==> config.mk <==
export PLATFORM = sky130hd
export DESIGN_NAME = partition_fit_allocator
export DESIGN_NICKNAME = d
export VERILOG_FILES = /design/src/design/pfa_pkg.sv /design/src/design/partition_fit_allocator.sv
export SDC_FILE = /design/constraint.sdc
export NUM_CORES = 2
export LEC_CHECK = 0
export BUFFER_PORTS_ARGS = -buffer_cell sky130_fd_sc_hd__buf_2
export CELL_PAD_IN_SITES_DETAIL_PLACEMENT = 1
export CELL_PAD_IN_SITES_GLOBAL_PLACEMENT = 2
export CORE_ASPECT_RATIO = 1.2
export CORE_MARGIN = 5
export CORE_UTILIZATION = 39
export CTS_CLUSTER_DIAMETER = 60
export DETAILED_ROUTE_END_ITERATION = 7
export PLACE_DENSITY_LB_ADDON = 0.1
export SETUP_SLACK_MARGIN = 0.05
export SYNTH_ARGS = -nofsm -noshare
export SYNTH_HDL_FRONTEND = slang
export SYNTH_SLANG_ARGS = --single-unit
==> constraint.sdc <==
create_clock -name clk -period 6.48 [get_ports clk]
set_input_delay 0.972 -clock clk [delete_from_list [all_inputs] [get_ports clk]]
set_output_delay 0.972 -clock clk [all_outputs]
set_load 0.05 [all_outputs]
==> src/design/pfa_pkg.sv <==
// Package for partition_fit_allocator: transaction payload types, operation,
// policy and status codes, and the sequencer state type. No dependencies.
`default_nettype none
package pfa_pkg;

  localparam int unsigned SIZE_W = 24;
  localparam logic [SIZE_W-1:0] SIZE_MAX = {SIZE_W{1'b1}};

  localparam logic [1:0] FUNC_LOAD  = 2'd0;
  localparam logic [1:0] FUNC_ALLOC = 2'd1;
  localparam logic [1:0] FUNC_HOUSE = 2'd2;
  localparam logic [1:0] FUNC_RSVD  = 2'd3;

  localparam logic [1:0] POL_FIRST = 2'd0;
  localparam logic [1:0] POL_BEST  = 2'd1;
  localparam logic [1:0] POL_WORST = 2'd2;
  localparam logic [1:0] POL_RSVD  = 2'd3;

  localparam logic [1:0] ST_DONE  = 2'd0;
  localparam logic [1:0] ST_NOFIT = 2'd1;
  localparam logic [1:0] ST_FULL  = 2'd2;

  typedef struct packed {
    logic [1:0]  func;
    logic [23:0] size_units;
    logic        busy_flag;
    logic [15:0] job_id;
    logic [15:0] run_time;
    logic [1:0]  policy;
    logic [31:0] now;
  } in_item_t;

  typedef struct packed {
    logic [1:0] status;
    logic [3:0] slot_index;
    logic [4:0] released_count;
    logic [4:0] entry_count;
  } out_item_t;

  typedef enum logic [2:0] {
    S_IDLE,
    S_SCAN,
    S_ALLOC_END,
    S_RELEASE,
    S_COMPACT,
    S_MERGE,
    S_OUT
  } state_t;

endpackage
`default_nettype wire

==> src/design/partition_fit_allocator.sv <==
// Top level of partition_fit_allocator: partition table and the sequencer that
// walks it one entry per cycle. Depends on pfa_pkg.
//
// Usage: the in_ channel carries one operation (load, allocate, housekeeping)
// per transaction; the out_ channel returns exactly one result per operation.
// The block takes one operation at a time: in_stall is high from acceptance
// until the cycle after the result has been taken by the receiver.
// Steps of each operation between acceptance and the raising of out_valid:
//   load: the entry is written at the accepting edge itself.
//   allocate: a scan over the entries, then the leftover partition, if any, is
//   appended before the allocated entry is written; first fit stops at the first fitting entry.
//   housekeeping: one release pass, one compact pass, then the merge.
// The block does not take a new operation before the last result is taken; it
// has a single registered table read port and a shared compare/subtract unit.
// Reset empties the table (entry count zero); entry contents are not cleared.
// While out_stall is high, out_valid and out_data hold and no new operation
// is accepted.
`default_nettype none
module partition_fit_allocator #(
  parameter int unsigned MAX_PARTS = 16
) (
  input  wire                   clk,
  input  wire                   rst_n,
  input  wire                   in_valid,
  output logic                  in_stall,
  input  wire pfa_pkg::in_item_t  in_data,
  output logic                  out_valid,
  input  wire                   out_stall,
  output pfa_pkg::out_item_t    out_data
);

  localparam int unsigned IW = (MAX_PARTS > 1) ? $clog2(MAX_PARTS) : 1;
  localparam int unsigned CW = $clog2(MAX_PARTS + 1);

  logic [23:0] size_m  [MAX_PARTS];
  logic        busy_m  [MAX_PARTS];
  logic [15:0] job_m   [MAX_PARTS];
  logic [31:0] start_m [MAX_PARTS];
  logic [15:0] rt_m    [MAX_PARTS];

  pfa_pkg::state_t state_r, state_nxt;
  pfa_pkg::in_item_t req_r;
  logic [CW-1:0] total_r, total_nxt;
  logic [CW-1:0] idx_r, idx_nxt;
  logic [CW-1:0] wr_r, wr_nxt;
  logic          found_r, found_nxt;
  logic [IW-1:0] pick_r, pick_nxt;
  logic [23:0]   best_r, best_nxt;
  logic [23:0]   fsum_r, fsum_nxt;
  logic          anyf_r, anyf_nxt;
  logic [CW-1:0] rel_r, rel_nxt;
  pfa_pkg::out_item_t res_r, res_nxt;
  logic          ovalid_r, ovalid_nxt;

  logic          we;
  logic [IW-1:0] wa;
  logic [23:0]   wsize;
  logic          wbusy;
  logic [15:0]   wjob;
  logic [31:0]   wstart;
  logic [15:0]   wrt;

  logic [IW-1:0] ri;
  logic [IW-1:0] ra;
  logic [23:0]   e_size_r;
  logic          e_busy_r;
  logic [15:0]   e_job_r;
  logic [31:0]   e_start_r;
  logic [15:0]   e_rt_r;
  logic [23:0]   left;
  logic [24:0]   sum;
  logic          elapsed;
  logic          full;

  assign ri      = idx_r[IW-1:0];
  assign ra      = idx_nxt[IW-1:0];
  assign left    = e_size_r - req_r.size_units;
  assign sum     = {1'b0, fsum_r} + {1'b0, e_size_r};
  assign elapsed = (req_r.now - e_start_r) >= {16'd0, e_rt_r};
  assign full    = (total_r >= CW'(MAX_PARTS));

  assign in_stall  = (state_r != pfa_pkg::S_IDLE);
  assign out_valid = ovalid_r;
  assign out_data  = res_r;

  always_ff @(posedge clk) begin
    if (we) begin
      size_m[wa]  <= wsize;
      busy_m[wa]  <= wbusy;
      job_m[wa]   <= wjob;
      start_m[wa] <= wstart;
      rt_m[wa]    <= wrt;
    end
    e_size_r  <= size_m[ra];
    e_busy_r  <= busy_m[ra];
    e_job_r   <= job_m[ra];
    e_start_r <= start_m[ra];
    e_rt_r    <= rt_m[ra];
  end

  always_ff @(posedge clk) begin
    if (!rst_n) begin
      state_r  <= pfa_pkg::S_IDLE;
      total_r  <= '0;
      ovalid_r <= 1'b0;
    end else begin
      state_r  <= state_nxt;
      total_r  <= total_nxt;
      ovalid_r <= ovalid_nxt;
    end
  end

  always_ff @(posedge clk) begin
    if (state_r == pfa_pkg::S_IDLE && in_valid) begin
      req_r <= in_data;
    end
    idx_r   <= idx_nxt;
    wr_r    <= wr_nxt;
    found_r <= found_nxt;
    pick_r  <= pick_nxt;
    best_r  <= best_nxt;
    fsum_r  <= fsum_nxt;
    anyf_r  <= anyf_nxt;
    rel_r   <= rel_nxt;
    res_r   <= res_nxt;
  end

  always_comb begin
    state_nxt  = state_r;
    total_nxt  = total_r;
    idx_nxt    = idx_r;
    wr_nxt     = wr_r;
    found_nxt  = found_r;
    pick_nxt   = pick_r;
    best_nxt   = best_r;
    fsum_nxt   = fsum_r;
    anyf_nxt   = anyf_r;
    rel_nxt    = rel_r;
    res_nxt    = res_r;
    ovalid_nxt = ovalid_r;
    we     = 1'b0;
    wa     = ri;
    wsize  = e_size_r;
    wbusy  = 1'b0;
    wjob   = '0;
    wstart = '0;
    wrt    = '0;
    unique case (state_r)
      pfa_pkg::S_IDLE: begin
        idx_nxt   = '0;
        wr_nxt    = '0;
        found_nxt = 1'b0;
        pick_nxt  = '0;
        best_nxt  = '0;
        fsum_nxt  = '0;
        anyf_nxt  = 1'b0;
        rel_nxt   = '0;
        res_nxt   = '0;
        if (in_valid) begin
          priority case (in_data.func)
            pfa_pkg::FUNC_LOAD: begin
              if (in_data.size_units != '0) begin
                if (full) begin
                  res_nxt.status = pfa_pkg::ST_FULL;
                end else begin
                  we     = 1'b1;
                  wa     = total_r[IW-1:0];
                  wsize  = in_data.size_units;
                  wbusy  = in_data.busy_flag;
                  wjob   = in_data.busy_flag ? in_data.job_id : 16'd0;
                  wstart = in_data.busy_flag ? in_data.now : 32'd0;
                  wrt    = in_data.busy_flag ? in_data.run_time : 16'd0;
                  res_nxt.slot_index = 4'(total_r);
                  total_nxt = total_r + 1'b1;
                end
              end
              state_nxt = pfa_pkg::S_OUT;
            end
            pfa_pkg::FUNC_ALLOC: state_nxt = pfa_pkg::S_SCAN;
            pfa_pkg::FUNC_HOUSE: state_nxt = pfa_pkg::S_RELEASE;
            default: state_nxt = pfa_pkg::S_OUT;
          endcase
        end
      end
      pfa_pkg::S_SCAN: begin
        if (idx_r >= total_r) begin
          state_nxt = pfa_pkg::S_ALLOC_END;
        end else begin
          idx_nxt = idx_r + 1'b1;
          if (!e_busy_r && e_size_r >= req_r.size_units) begin
            if (!found_r) begin
              found_nxt = 1'b1;
              pick_nxt  = ri;
              best_nxt  = left;
              if (req_r.policy != pfa_pkg::POL_BEST && req_r.policy != pfa_pkg::POL_WORST) begin
                state_nxt = pfa_pkg::S_ALLOC_END;
              end
            end else if ((req_r.policy == pfa_pkg::POL_BEST && left < best_r) ||
                         (req_r.policy == pfa_pkg::POL_WORST && left > best_r)) begin
              pick_nxt = ri;
              best_nxt = left;
            end
          end
        end
      end
      pfa_pkg::S_ALLOC_END: begin
        if (!found_r) begin
          res_nxt.status = pfa_pkg::ST_NOFIT;
          state_nxt = pfa_pkg::S_OUT;
        end else if (best_r != '0 && full) begin
          res_nxt.status = pfa_pkg::ST_FULL;
          state_nxt = pfa_pkg::S_OUT;
        end else if (best_r != '0) begin
          we    = 1'b1;
          wa    = total_r[IW-1:0];
          wsize = best_r;
          total_nxt = total_r + 1'b1;
          best_nxt  = '0;
        end else begin
          we     = 1'b1;
          wa     = pick_r;
          wsize  = req_r.size_units;
          wbusy  = 1'b1;
          wjob   = req_r.job_id;
          wstart = req_r.now;
          wrt    = req_r.run_time;
          res_nxt.slot_index = 4'(pick_r);
          state_nxt = pfa_pkg::S_OUT;
        end
      end
      pfa_pkg::S_RELEASE: begin
        if (idx_r >= total_r) begin
          idx_nxt   = '0;
          state_nxt = pfa_pkg::S_COMPACT;
        end else begin
          idx_nxt = idx_r + 1'b1;
          if (e_busy_r && elapsed) begin
            we      = 1'b1;
            rel_nxt = rel_r + 1'b1;
          end
        end
      end
      pfa_pkg::S_COMPACT: begin
        if (idx_r >= total_r) begin
          state_nxt = pfa_pkg::S_MERGE;
        end else begin
          idx_nxt = idx_r + 1'b1;
          if (e_busy_r) begin
            we     = 1'b1;
            wa     = wr_r[IW-1:0];
            wbusy  = 1'b1;
            wjob   = e_job_r;
            wstart = e_start_r;
            wrt    = e_rt_r;
            wr_nxt = wr_r + 1'b1;
          end else begin
            anyf_nxt = 1'b1;
            fsum_nxt = sum[24] ? pfa_pkg::SIZE_MAX : sum[23:0];
          end
        end
      end
      pfa_pkg::S_MERGE: begin
        if (anyf_r) begin
          we    = 1'b1;
          wa    = wr_r[IW-1:0];
          wsize = fsum_r;
          total_nxt = wr_r + 1'b1;
        end else begin
          total_nxt = wr_r;
        end
        res_nxt.released_count = 5'(rel_r);
        state_nxt = pfa_pkg::S_OUT;
      end
      pfa_pkg::S_OUT: begin
        if (!ovalid_r) begin
          ovalid_nxt = 1'b1;
          res_nxt.entry_count = 5'(total_r);
        end else if (!out_stall) begin
          ovalid_nxt = 1'b0;
          state_nxt  = pfa_pkg::S_IDLE;
        end
      end
      default: state_nxt = pfa_pkg::S_IDLE;
    endcase
  end

endmodule
`default_nettype wire
### Word level (Yosys, flattened, before mapping)

Memory sizes are Yosys's and may differ from the RTL's. A register that Yosys moved wholly into a read port is not among the register bits.
Cells that the tools add are included.

| storage, ports and cells | value |
|---|---|
| bits in registers | 168 |
| memory bits (writable) | 1168 |
| bits of input ports | 97 |
| output and inout port bits | 18 |
| memories | 4 |

| cells by class | value |
|---|---|
| add/sub/neg operators | 7 |
| magnitude comparators | 6 |
| equality and inequality tests | 39 |
| mux-type cells | 135 |
| reductions and logical operators | 36 |

Memory list:

| memory | depth | width | rd ports | clocked after memory_dff | wr ports | line | source |
|---|---|---|---|---|---|---|---|
| start_m | 16 | 32 | 1 | 1 | 1 | partition_fit_allocator.sv:38 | `logic [31:0] start_m [MAX_PARTS];` |
| size_m | 16 | 24 | 1 | 1 | 1 | partition_fit_allocator.sv:35 | `logic [23:0] size_m [MAX_PARTS];` |
| rt_m | 16 | 16 | 1 | 1 | 1 | partition_fit_allocator.sv:39 | `logic [15:0] rt_m [MAX_PARTS];` |
| busy_m | 16 | 1 | 1 | 1 | 1 | partition_fit_allocator.sv:36 | `logic busy_m [MAX_PARTS];` |

Operators by type and width:

| cell | number |
|---|---|
| 24-bit 2-to-1 mux | 18 |
| 32-bit 2-to-1 mux | 10 |
| 16-bit 2-to-1 mux | 10 |
| 24-bit case mux with 3 select lines | 2 |
| 32-bit case mux with 3 select lines | 1 |
| 5-bit 2-to-1 mux | 15 |
| 4-bit 2-to-1 mux | 18 |
| 16-bit case mux with 3 select lines | 1 |
| 24-bit case mux with 2 select lines | 1 |
| 24-bit nonzero test | 2 |
| 2-bit != test, second input constant | 20 |
| 5-bit case mux with 2 select lines | 4 |
| 3-bit 2-to-1 mux | 12 |
| 32-bit by 16-bit greater-or-equal comparator with 1-bit output | 1 |
| 32-bit subtractor | 1 |
| 5-bit case mux with 3 select lines | 2 |
| 1-bit 2-to-1 mux | 26 |
| 24-bit by 24-bit adder with 25-bit output | 1 |
| 24-bit greater-or-equal comparator | 1 |
| 24-bit greater-than comparator | 1 |
| 24-bit < comparator | 1 |
| 24-bit subtractor | 1 |
| 3-bit case mux with 7 select lines | 1 |
| 5-bit by 1-bit adder with 5-bit output, second input constant | 4 |
| 33 further kinds | 69 |

### Longest topological paths before layout

| logic depth | value |
|---|---|
| depth in word-level cells | 9 |
| gate-level depth with buffers | 23 |
| gate-level depth less buffers | 23 |

### Least setup slack after synthesis

No wires, ideal clock.

| timing path | value |
|---|---|
| kind | flip-flop to flip-flop |
| start | reg req_r[4] (netlist name) |
| end | mem busy_m[0] (enable) |
| library setup time | 0.505 ns |
| arrival time | 6.280 ns |
| data required time | 5.975 ns |
| slack | -0.304 ns |
| stages on the path, launching flop included | 18 |
| period minus slack after synthesis | 6.784 ns |
| cell sequence | edfxtp_1 ha_1 a21o_1 a211o_1 o21ai_1 nand2_2 a31oi_1 xnor2_1 ha_1 nand4_1 a211o_2 a21oi_1 nor4_2 o211ai_1 nor4_2 nand4_2 a41oi_2 nor2_1 |

| between the ends | value |
|---|---|
| word-level cells in the longest chain between the ends | 8 |

RTL lines:

| element | line | source |
|---|---|---|
| from (decl) | partition_fit_allocator.sv:42 | `pfa_pkg::in_item_t req_r;` |
| from (signal assigned) | partition_fit_allocator.sv:115 | `req_r <= in_data;` |
| 32-bit subtractor | partition_fit_allocator.sv:79 | `assign elapsed = (req_r.now - e_start_r) >= {16'd0, e_rt_r};` |
| 32-bit by 16-bit greater-or-equal comparator with 1-bit output | partition_fit_allocator.sv:79 |  |
| 1-bit logical AND | partition_fit_allocator.sv:237 | `if (e_busy_r && elapsed) begin` |
| 1-bit 2-to-1 mux | partition_fit_allocator.sv:237 |  |
| 1-bit 2-to-1 mux | partition_fit_allocator.sv:232 | `if (idx_r >= total_r) begin` |
| 1-bit case mux with 5 select lines | partition_fit_allocator.sv:148 | `unique case (state_r)` |
| 1-bit 2-to-1 mux | partition_fit_allocator.sv:87 | `if (we) begin` |
| 1-bit 2-to-1 mux (not written as such) | partition_fit_allocator.sv:89 | `busy_m[wa] <= wbusy;` |
| to (decl) | partition_fit_allocator.sv:36 |  |

Every way passes these cells.

### Worst setup path after layout

| timing path | value |
|---|---|
| start | reg req_r[0] (netlist name) |
| end | mem rt_m[15][11] (enable) |

| between the ends | value |
|---|---|
| word-level cells in the longest chain between the ends | 8 |

RTL lines:

| element | line | source |
|---|---|---|
| 32-bit subtractor | partition_fit_allocator.sv:79 |  |
| 32-bit by 16-bit greater-or-equal comparator with 1-bit output | partition_fit_allocator.sv:79 |  |
| 1-bit logical AND | partition_fit_allocator.sv:237 |  |
| 1-bit 2-to-1 mux | partition_fit_allocator.sv:237 |  |
| 1-bit 2-to-1 mux | partition_fit_allocator.sv:232 |  |
| 1-bit case mux with 5 select lines | partition_fit_allocator.sv:148 |  |
| 1-bit 2-to-1 mux | partition_fit_allocator.sv:87 |  |
| 1-bit 2-to-1 mux (not written as such) | partition_fit_allocator.sv:92 | `rt_m[wa] <= wrt;` |
| to (decl) | partition_fit_allocator.sv:39 |  |

Every way passes these cells.

==> flow_metrics.tcl <==
set metrics [dict create \
    status "complete, no violations" \
    period_needed_ps 6110 \
    power_frac_clock_pct 25.2 \
    path_max_fanout 22 \
    r2r_cells 22 \
    core_area_um2 157000 \
    hold_path_startpoint "in_data[32]" \
    grt_pass1_wl_um 286000 \
    ctsHtreeMaxLevel 4 \
    setup-tns-final_ps 0 \
    via_count 41900 \
    insertion_delay_ps 800 \
    cts_tree "done" \
    r2r_end "rt_m[15][11]$_DFFE_PP_" \
    hp-class "in -> reg" \
    synth_warnings 0 \
    firstDrtPassIters 8 \
    hold_end "req_r[32]$_DFFE_PP_" \
    path_class "reg -> reg" \
    syn_nets 5425 \
    irDropWorstVdd_uv 423 \
    clock_sinks 1409 \
    start_kind "flip-flop" \
    holdPathStages 1 \
    synthToLayoutAreaGrowth_pct 14.3 \
    die_area_um2 165000 \
    yosysTopAreaCellShare_pct 64.7 \
    clk_transition_reported_paths_ps 60 \
    p_leak_uw 0.0255 \
    synthTopCellsByCount "nand2_1, edfxtp_1, nand3_1" \
    grt_max_degree 145 \
    synth_top_family_by_area "simple AND/OR/NAND/NOR gates" \
    yosys.area_share.simple_pct 16.8 \
    syn_area_per_cell_um2 11.8 \
    tightest_slew_ps 1310 \
    die_y_um 445 \
    final_nets 5513 \
    rsz0062_at_grt "false" \
    root_buffer "clkbuf_16" \
    grt_pass1_vias 43400 \
    hold_ws_ps 364 \
    netlist_area_um2 61400 \
    r2r_setup_slack_ps 370 \
    grt.total_usage_pct 23.0 \
    syn-instance-count 5191 \
    fin_skew_ps 34.4 \
    fin_util_pct 44.8 \
    p_per_area_nw_per_um2 496 \
    drt-total-wl_um 193000 \
    start_util_pct 39.2 \
    maxCapViolCount 0 \
    viasPerCell 5.58 \
    synth_compound_gate_area_share_pct 8.33 \
    fp.dieW_um 372 \
    cts_made_buffers 155 \
    slew_viol_final 0 \
    synth_mux_area_share_pct 0.554 \
    port_buffers 98 \
    net-switching-power_uw 13200 \
    post_cts_resized 0 \
    synthAdderAreaFrac_pct 2.83 \
    synthDistinctLibCells 86 \
    wl_per_cell_um 25.7 \
    max_freq_mhz 164 \
    hpwl_um 114000 \
    seq_area_frac_synth_pct 67.5 \
    setup_viol 0 \
    initialDrtViolationCount 2647 \
    worstReg2RegStart "req_r[0]$_DFFE_PP_" \
    drc 0 \
    slew_headroom_pct 12.1 \
    antenna_found_initial 6 \
    synth_top_area_cell "edfxtp_1" \
    gp_congestion 0.827 \
    cts_setup_buffers 0 \
    drtAntennaViolNets 0 \
    rows 159 \
    ios 115 \
    critPathRequiredTime_ps 6990 \
    post-synth-top-count-cell "nand2_1" \
    combPwrFrac_pct 37.8 \
    fin_crit_sh_pct 94.3 \
    async_flop_share_pct 0 \
    internal_power_uw 21600 \
    hold_viol 0 \
    swShare_pct 37.8 \
    drive_gt1_share_pct 9.99 \
    seqPwrFrac_pct 37.0 \
    synth.area.top_cells "edfxtp_1, nand2_1, nand3_1, dfxtp_1, ha_1" \
    grt_overflow_total 0 \
    worst_setup_path_end_kind "flip-flop" \
    ctsHoldBuffers 0 \
    crit_arrival_ps 6620 \
    ys_ff_latch 1409 \
    ys.flop_type "edfxtp_1" \
    num-fill-cells 16400 \
    synth_edf_count 1323 \
    synth_xor_area_share_pct 0.942 \
    finalPower_uw 34800 \
    clk_path_buf_depth 3 \
]
==> final cells by class <==
type / count / area (µm²) / share of cell area (%)
sequential: 1409 / 41400 / 59.1
multi-input combinational: 3319 / 18400 / 26.2
clock buffer: 210 / 4220 / 6.01
tap: 2093 / 2620 / 3.73
timing repair buffer: 248 / 2170 / 3.09
clock inverter: 73 / 773 / 1.10
inverter: 146 / 571 / 0.813
antenna: 3 / 7.51 / 0.0107
==> cells in the final DEF (no fill, tap or decap), types with 28 or more instances in the layout <==
master,instances
nand2_1,1391
edfxtp_1,1323
nand3_1,622
clkbuf_16,157
a311oi_1,151
inv_1,142
ha_1,134
buf_4,106
a21oi_1,104
nor2_1,103
a31oi_1,99
buf_2,98
and3_1,90
dfxtp_1,86
o21ai_0,75
a22oi_1,55
a21o_1,50
clkbuf_1,44
buf_12,44
mux2i_1,34
xor2_1,34
xnor2_1,32
and2_1,28
==> state kept, by name, indices dropped and copies added (netlist names), 16 cells and up <==
signal,flops
e_start_r,32
req_r,74
size_m,384
e_size_r,24
busy_m,16
best_r,24
out_data,16
rt_m,256
start_m,512
e_rt_r,16
fsum_r,24
==> worst max-delay path by stage <==
stage                       startpoint                        end  depth (start not counted)
floorplan           req_r[4]$_DFFE_PP_        busy_m[0]$_DFFE_PP_                         17
global placement    req_r[0]$_DFFE_PP_  start_m[15][17]$_DFFE_PP_                         22
detailed placement  req_r[0]$_DFFE_PP_  start_m[15][20]$_DFFE_PP_                         22
CTS                 req_r[0]$_DFFE_PP_   size_m[14][22]$_DFFE_PP_                         22
global route        req_r[0]$_DFFE_PP_   size_m[14][16]$_DFFE_PP_                         22
finish              req_r[0]$_DFFE_PP_     rt_m[15][11]$_DFFE_PP_                         22
==> critical path, cell delays in order, from the launching register on <==
cell and delay (ps):
edfxtp_1 350, inv_1 50, ha_1 250, fa_1 410, nand2b_1 190, a21oi_1 280, o21ai_1 250, nor2_1 140
nor2_1 80, o21ai_0 190, xor2_1 190, ha_1 270, o21ai_0 190, nor2_1 60, or3_1 360, a311o_1 290
nor4_2 210, o211ai_1 160, nor4_2 360, nand4_2 300, a221oi_2 750, nor2_4 210, buf_12 260
==> routing by layer <==
metal  track usage [%]  up-vias  wire length [µm]
met4              6.31        0              4790
met5                 0        -                 0
met2              40.9      738             97700
li1                  -    19200                 -
met3              2.64      218              6240
met1              29.8    21700             84100
==> cell families after synthesis <==
group,count (synthesis)
buffers and inverters,463
AOI/OAI and AO/OA,711
muxes,34
DFF,1409
adders and majority gates,137
and+or+nand+nor,2371
xor gates and xnor gates,66
==> per-stage QoR <==
| stage | cells | instance area (µm²) | worst slack [ps] |
|---|---|---|---|
| after global placement | 7215 | 65200 | 430 |
| after floorplan | 5191 | 61400 | -304 |
| after detailed placement | 7215 | 65200 | 359 |
| after global routing | 7500 | 70200 | 63.8 |
| final | 7501 | 70200 | 370 |
| after CTS | 7498 | 70200 | 328 |
==> power groups by stage <==
stage,clock network [µW],logic [µW],registers (µW)
floorplan,0,8570,12900
global placement,0,13100,13000
detailed placement,0,13200,13100
CTS,8970,13300,12900
global route,9350,14600,13000
finish,8760,13200,12900
No activity file was read; power rests on OpenSTA's default activity.
